$ cat config.mk
export PLATFORM = sky130hd
export DESIGN_NAME = srmp_front
export DESIGN_NICKNAME = d
export VERILOG_FILES = /design/src/rtl/srmp_pkg.sv /design/src/rtl/srmp_front.sv
export SDC_FILE = /design/constraint.sdc
export NUM_CORES = 1
export LEC_CHECK = 0
export BUFFER_PORTS_ARGS = -buffer_cell sky130_fd_sc_hd__buf_2
export CAP_MARGIN = 5
export CORE_AREA = 2 2 65 82
export CTS_CLUSTER_SIZE = 20
export DETAILED_ROUTE_END_ITERATION = 10
export DIE_AREA = 0 0 67 84
export PLACE_DENSITY_LB_ADDON = 0.25
export SLEW_MARGIN = 20
export SYNTH_ARGS = -nofsm -noshare
export SYNTH_HDL_FRONTEND = slang
export SYNTH_SLANG_ARGS = --single-unit
$ cat constraint.sdc
create_clock -name i_clk -period 2.4 [get_ports i_clk]
set_input_delay 0.12 -clock i_clk [delete_from_list [all_inputs] [get_ports i_clk]]
set_output_delay 0.12 -clock i_clk [all_outputs]
set_load 0.03 [all_outputs]
$ cat src/rtl/srmp_pkg.sv
// ----------------------------------------------------------------------------
// srmp_pkg
// Shared types and constants for the sphere ray-march pixel block.
// ----------------------------------------------------------------------------
`default_nettype none

package srmp_pkg;

    // Fixed point: 24 fraction bits
    localparam int FRAC = 24;

    // Field widths
    localparam int COL_W  = 7;
    localparam int ROW_W  = 6;
    localparam int ADDR_W = 12;
    localparam int CHAR_W = 7;
    localparam int CFG_W  = 40;
    localparam int RAD_W  = 39;
    localparam int STEP_W = 10;
    localparam int CFGA_W = 3;

    // Parameter defaults
    localparam int WIDTH_DEF      = 80;
    localparam int HEIGHT_DEF     = 40;
    localparam int COORD_BITS_DEF = 40;

    // Serial divider and root
    localparam int DIV_NUM_W = 56;
    localparam int DIV_DEN_W = 32;
    localparam int DIV_CNT_W = 6;
    localparam int SQ_W      = 64;
    localparam int SQ_ITER   = 32;
    localparam int SQ_CNT_W  = 5;
    localparam int MUL_W     = 32;

    // Marching constants
    localparam logic [63:0] HIT_EPS    = 64'd168;
    localparam logic [63:0] ESC_BOUND  = 64'd167772160000;
    localparam logic [63:0] MAG_MAX    = 64'h7FFF_FFFF_FFFF_FFFF;
    localparam logic [65:0] TGT_HALF   = 66'd8388608;
    localparam logic [65:0] TGT_Z      = -66'sd25165824;

    localparam logic [CHAR_W-1:0] CHAR_HIT  = 7'd64;
    localparam logic [CHAR_W-1:0] CHAR_MISS = 7'd32;

    // Item queue between front and back
    localparam int QDEPTH = 2;
    localparam int QPTR_W = 1;
    localparam int QCNT_W = 2;

    typedef enum logic [CFGA_W-1:0] {
        CFG_EYE_X    = 3'd0,
        CFG_EYE_Y    = 3'd1,
        CFG_EYE_Z    = 3'd2,
        CFG_CENTER_X = 3'd3,
        CFG_CENTER_Y = 3'd4,
        CFG_CENTER_Z = 3'd5,
        CFG_RADIUS   = 3'd6,
        CFG_STEPS    = 3'd7
    } t_cfg_addr;

    localparam logic [CFG_W-1:0]  RST_EYE_Z  = -40'sd16777216;
    localparam logic [RAD_W-1:0]  RST_RADIUS = 39'd6710886;
    localparam logic [STEP_W-1:0] RST_STEPS  = 10'd500;

    typedef struct packed {
        logic signed [CFG_W-1:0] eye_x;
        logic signed [CFG_W-1:0] eye_y;
        logic signed [CFG_W-1:0] eye_z;
        logic signed [CFG_W-1:0] center_x;
        logic signed [CFG_W-1:0] center_y;
        logic signed [CFG_W-1:0] center_z;
        logic [RAD_W-1:0]        radius;
        logic [STEP_W-1:0]       max_steps;
    } t_cfg;

    typedef struct packed {
        logic [ADDR_W-1:0] addr;
        logic [COL_W-1:0]  col;
        logic [ROW_W-1:0]  row;
    } t_item;

    typedef struct packed {
        logic [ADDR_W-1:0] pixel_address;
        logic [CHAR_W-1:0] char_code;
        logic              hit;
    } t_result;

endpackage

`default_nettype wire

$ cat src/rtl/srmp_front.sv
// ----------------------------------------------------------------------------
// srmp_front
// Accepts pixels, forms the frame-buffer address and queues the item.
// ----------------------------------------------------------------------------
`default_nettype none

module srmp_front #(
    parameter int WIDTH = srmp_pkg::WIDTH_DEF
) (
    input  wire logic                       i_clk,
    input  wire logic                       i_rst_n,
    input  wire logic                       i_valid,
    output logic                            o_ready,
    input  wire logic [srmp_pkg::COL_W-1:0] i_col,
    input  wire logic [srmp_pkg::ROW_W-1:0] i_row,
    output logic                            o_valid,
    input  wire logic                       i_ready,
    output srmp_pkg::t_item                 o_item
);

    localparam int AW = 17;

    srmp_pkg::t_item                    r_mem [srmp_pkg::QDEPTH];
    logic [srmp_pkg::QPTR_W-1:0]        r_wr;
    logic [srmp_pkg::QPTR_W-1:0]        r_rd;
    logic [srmp_pkg::QCNT_W-1:0]        r_cnt;
    logic                               push;
    logic                               pop;
    logic [AW-1:0]                      addr_full;
    srmp_pkg::t_item                    item;

    assign o_ready = (r_cnt != srmp_pkg::QCNT_W'(srmp_pkg::QDEPTH));
    assign o_valid = (r_cnt != '0);
    assign push    = i_valid && o_ready;
    assign pop     = o_valid && i_ready;
    assign o_item  = r_mem[r_rd];

    // address is col + row * WIDTH, truncated to the 12-bit address width
    assign addr_full = AW'(i_col) + AW'(i_row) * AW'(WIDTH);
    always_comb begin
        item.addr = addr_full[srmp_pkg::ADDR_W-1:0];
        item.col  = i_col;
        item.row  = i_row;
    end

    always_ff @(posedge i_clk) begin
        if (!i_rst_n) begin
            r_wr  <= '0;
            r_rd  <= '0;
            r_cnt <= '0;
        end else begin
            if (push) r_wr <= r_wr + 1'b1;
            if (pop)  r_rd <= r_rd + 1'b1;
            if (push && !pop)      r_cnt <= r_cnt + 1'b1;
            else if (pop && !push) r_cnt <= r_cnt - 1'b1;
        end
    end

    always_ff @(posedge i_clk) begin
        if (push) r_mem[r_wr] <= item;
    end

endmodule

`default_nettype wire

# --- Yosys cells after proc, flatten, opt, wreduce, memory -nomap -nowiden ---
# Memories as Yosys holds them, arrays and structs flattened. A register that Yosys moved wholly into a read port is not among the register bits.
# Cells that the tools add are included.
# Widths: inputs -> output; s select.
word_totals:
  reg_bits: 4
  ramBits: 50
  out_inout_bits: 27
  n_memories: 1
op_classes:
  addsub: 5
  multipliers: 1
  n_eq_ne: 1
  muxes: 6
  n_reduce_logical: 8
memory_table:
  columns: ["memory", "words", "word_bits", "rd", "rd_ports_with_merged_regs", "write_ports", "line", "text"]
  rows:
  - ["r_mem", 2, 25, 1, 1, 1, "srmp_front.sv:23", "srmp_pkg::t_item r_mem [srmp_pkg::QDEPTH];"]
op_table:
  columns: ["cell", "count"]
  rows:
  - ["$add 7x12->12", 1]
  - ["$mul 6x3->8 const B", 1]
  - ["$logic_and 1x1->1", 4]
  - ["$mux 1", 4]
  - ["$mux 2", 2]
  - ["$reduce_bool 2->1", 2]
  - ["$add 1x1->1 const B", 2]
  - ["$add 2x1->2 const B", 1]
  - ["$logic_not 1->1", 2]
  - ["$ne 2x2->1 const B", 1]
  - ["$sub 2x1->2 const B", 1]

# --- Longest topological paths before layout ---
logic_depth:
  ltp_word: 6
  depth_mapped: 7

# --- Worst setup path after synthesis ---
# No wires, ideal clock.
synth_timing:
  path_type: "reg-to-reg"
  start: "register r_cnt[0] in the netlist's numbering"
  end: "memory r_mem[0][0] in the netlist's numbering (enable)"
  setup_ns: 0.399
  arrival_ns: 1.776
  setup_slack_ns: 0.225
  stages_incl_launch_ff: 4
  cell_sequence: "dfxtp_1 -> nand2b_1 -> nand2_1 -> nor2_1"
synth_between:
  elab_chain_len: 4
synth_lines:
  columns: ["element", "line", "text"]
  rows:
  - ["from (decl)", "srmp_front.sv:26", "logic [srmp_pkg::QCNT_W-1:0] r_cnt;"]
  - ["from (signal assigned)", "srmp_front.sv:54", "if (push && !pop) r_cnt <= r_cnt + 1'b1;"]
  - ["from (signal assigned)", "srmp_front.sv:55", "else if (pop && !push) r_cnt <= r_cnt - 1'b1;"]
  - ["$ne 2x2->1", "srmp_front.sv:32", "assign o_ready = (r_cnt != srmp_pkg::QCNT_W'(srmp_pkg::QDEPTH));"]
  - ["named net o_ready", "srmp_front.sv:13", "output logic o_ready,"]
  - ["$logic_and 1x1->1", "srmp_front.sv:34", "assign push = i_valid && o_ready;"]
  - ["$mux 1", "srmp_front.sv:60", "if (push) r_mem[r_wr] <= item;"]
  - ["$mux 1 (implied by the code)", "srmp_front.sv:60", null]
  - ["to (decl)", "srmp_front.sv:23", null]
# The timed path passes the listed nets, and every way through them passes these cells.

# --- Worst setup path in the final report ---
layout_timing:
  start: "input port i_row[1] in the netlist's numbering"
  end: "memory r_mem[0][24] in the netlist's numbering, data pin"
layout_between:
  elab_chain_len: 2
layout_lines:
  columns: ["element", "line", "text"]
  rows:
  - ["from (decl)", "srmp_front.sv:15", "input wire logic [srmp_pkg::ROW_W-1:0] i_row,"]
  - ["$mul 6x3->8", "srmp_front.sv:39", "assign addr_full = AW'(i_col) + AW'(i_row) * AW'(WIDTH);"]
  - ["$add 7x12->12", "srmp_front.sv:39", null]
  - ["named net addr_full[11]", "srmp_front.sv:29", "logic [AW-1:0] addr_full;"]
# The timed path passes the listed nets, and every way through them passes these cells.

==> results.toml <==
[run]
maxCapViolCount = 0

[sta]
finalMaxSlewViolations = 0
fin_crit_sh = 0.772
fin_crit_ns = 1.85
tightest_slew_ns = 0.360
hold_viol = 0
setup_viol = 0
fmax_mhz = 539
slew_headroom = 0.760
finalSetupTns_ns = 0
rsz0062_at_grt = "no"
skew_ns = 0.00495

[cells_and_area]
area_growth_syn_to_layout_pct = 18.7
layout_commonest_cell = "buf_2"
fin_util = 0.508
final_cell_mix = "buf_2 (43), edfxtp_1 (42), mux2_2 (21), ha_1 (12)"
nets = 210
fillers = 441
insertedDiodeCount = 0
layout-drive-gt1-share = 0.439
multiInputGateArea_um2 = 706
seq_area_um2 = 1360

[place]
gp_congestion = 0.773
dp_hpwl_mm = 2.55
portBuffers = 43

[detailed_routing]
ant_nets = 0
drcViolationCount = 0
dr.pass1.iters = 3
postRouteWirelength_mm = 3.55
via_count = 1192
wire_per_inst_um = 14.7
first_iter_violations = 58
routed_via_density = 4.93

[setup_path]
worst-setup-path-type = "in -> reg"
reg2reg_from = "r_cnt[0]"
crit_path_max_fanout = 5
r2r-end = "r_cnt[1]"
r2r_cells = 7
critPathCapture = "r_mem[0][24]"
crit_chain = "buf_2, ha_1, ha_1, fa_1, xor2_1, nand3_1, nor4_2, xnor2_1"
critPathArrivalTime_ns = 1.89
worstPathRequired_ns = 2.44
end_kind = "flop"
critPathSlowestCell = "fa_1"
slowest_delay_ns = 0.40
crit_path_frequent_cell = "ha_1"
reg2reg_slack_ns = 0.73
crit_path_start_kind = "input pin"
cp-startpoint = "i_row[1]"

[clock_network]
clk-insertion-delay-late_ns = 0.29
cts-buffers-inserted = 5
clock-sinks = 47
htreeDepth = 2
cts_buffer_depth = 2
root_buffer = "clkbuf_8"
cts_tree = "done"
cts.clk_slew.worst_paths_ns = 0.08
postCtsSetupRepairBufs = 0

[power_and_ir_drop]
power_density_nw_per_um2 = 1090
power.total_mw = 2.73
p_leak_nw = 0.991
vdd_drop_max_mv = 0.417

[logic_synthesis]
synth.ff_latch_count = 47
syn_area_per_cell_um2 = 16.1
synth_top_area_frac = 0.597
synth_area_leaders = "edfxtp_1 (60%), mux2_2 (11%), ha_1 (7.1%)"
synth_nets = 162
seq_area_frac_synth = 0.645
synthDistinctLibCells = 26
syn_inst = 131
ys_warn_count = 0
synth.cell_area_um2 = 2110
synth_area_leader_cell = "edfxtp_1"

[global_route]
grt_start_max_net_pins = 22
grt_use_total = 0.144
grt_pass1_vias = 1267
grt_pass1_wl_mm = 5.90
grt-ovfl-total = 0
antenna_found_initial = 0

[die]
rows = 29
fp.coreArea_um2 = 4930
die_h_um = 84
die-area_um2 = 5630
start_util = 0.428
die_w_um = 67
ios = 44

[outcome]
status = "completed"

[min_path]
hold_path_class = "in -> reg"
-- per-stage QoR --
step           cell area (um^2)  hold WS [ns]  cells  setup slack [ns]
6_report                   2510        0.0109    242             0.546
2_1_floorplan              2110         0.219    131             0.225
4_1_cts                    2500       0.00300    241             0.540
5_1_grt                    2510      0.000683    242             0.427
3_5_place_dp               2390         0.313    233             0.229
3_3_place_gp               2390         0.309    233             0.296
-- critical path, delay by kind of cell --
family	cells	cell delay, ns
adders and majority gates	3	0.94
and+or+nand+nor	2	0.33
buffers and inverters	1	0.14
xor gates and xnor gates	2	0.37
-- where the power goes --
part / switching [mW] / internal [mW] / leakage (nW)
logic: 0.673 / 0.381 / 0.502
clock network: 0.247 / 0.305 / 0.0556
registers: 0.0464 / 1.08 / 0.433
-- synth_stat cells, drive strengths merged --
library cell  instances
nand2                 3
mux2                 21
a21oi                 5
edfxtp               42
and3                  2
ha                   12
xnor2                 6
nor2                  3
xor2                  6
or3                   1
a21boi                1
inv                   2
nand3                 3
fa                    2
o21ai                 1
nor4                  1
or2                   1
buf                   6
nor2b                 1
nand2b                1
and2                  4
a21o                  2
dfxtp                 5
-- cell type report --
class | instances | share of cell area
inverter | 2 | 0.00299
clock buffer | 5 | 0.0274
tap | 62 | 0.0309
timing repair buffer | 47 | 0.0988
multi-input combinational | 76 | 0.281
sequential | 47 | 0.543
clock inverter | 3 | 0.0155
-- cells by family (layout without fill, tap and decap cells) --
family,after synthesis,count (layout),share of synthesized area
AND/OR/NAND/NOR,20,20,0.0557
AO/OA/AOI/OAI,9,9,0.0255
adder cells (fa/ha/maj),14,14,0.0900
XOR/XNOR,12,12,0.0498
multiplexers,21,21,0.112
buffers and inverters,8,57,0.0225
flip-flops,47,47,0.645
-- timing repair --
action | 4_1_cts | 5_1_grt
endpoints found under the setup margin | 0 | 0
endpoints found under the hold margin | 0 | 2
hold buffers | 0 | 1
gates resized for setup | 0 | 0
-- registers in the layout, indices dropped and copies added (netlist names), named ones only --
signal / count
r_rd: 1
r_mem: 42
r_cnt: 2
r_wr: 1
-- how the worst min path moves through the flow --
stage	depth (start not counted)	slack, ns	startpoint	endpoint
floorplan	0	0.22	i_row[0]	r_mem[0][0]
global placement	1	0.31	i_col[2]	r_mem[0][15]
detailed placement	1	0.31	i_col[0]	r_mem[1][13]
CTS	1	0.003	i_col[1]	r_mem[1][14]
global route	1	0.0007	i_col[3]	r_mem[0][16]
finish	1	0.01	i_col[3]	r_mem[0][16]
-- routing by layer --
layer,share of wire,up-vias,GRT usage
li1,-,577,-
met1,0.41,579,0.162
met2,0.52,30,0.248
met3,0.056,6,0.0459
met4,0.016,0,0.0501
met5,0,-,0
Power figures use the tool's default switching activity.
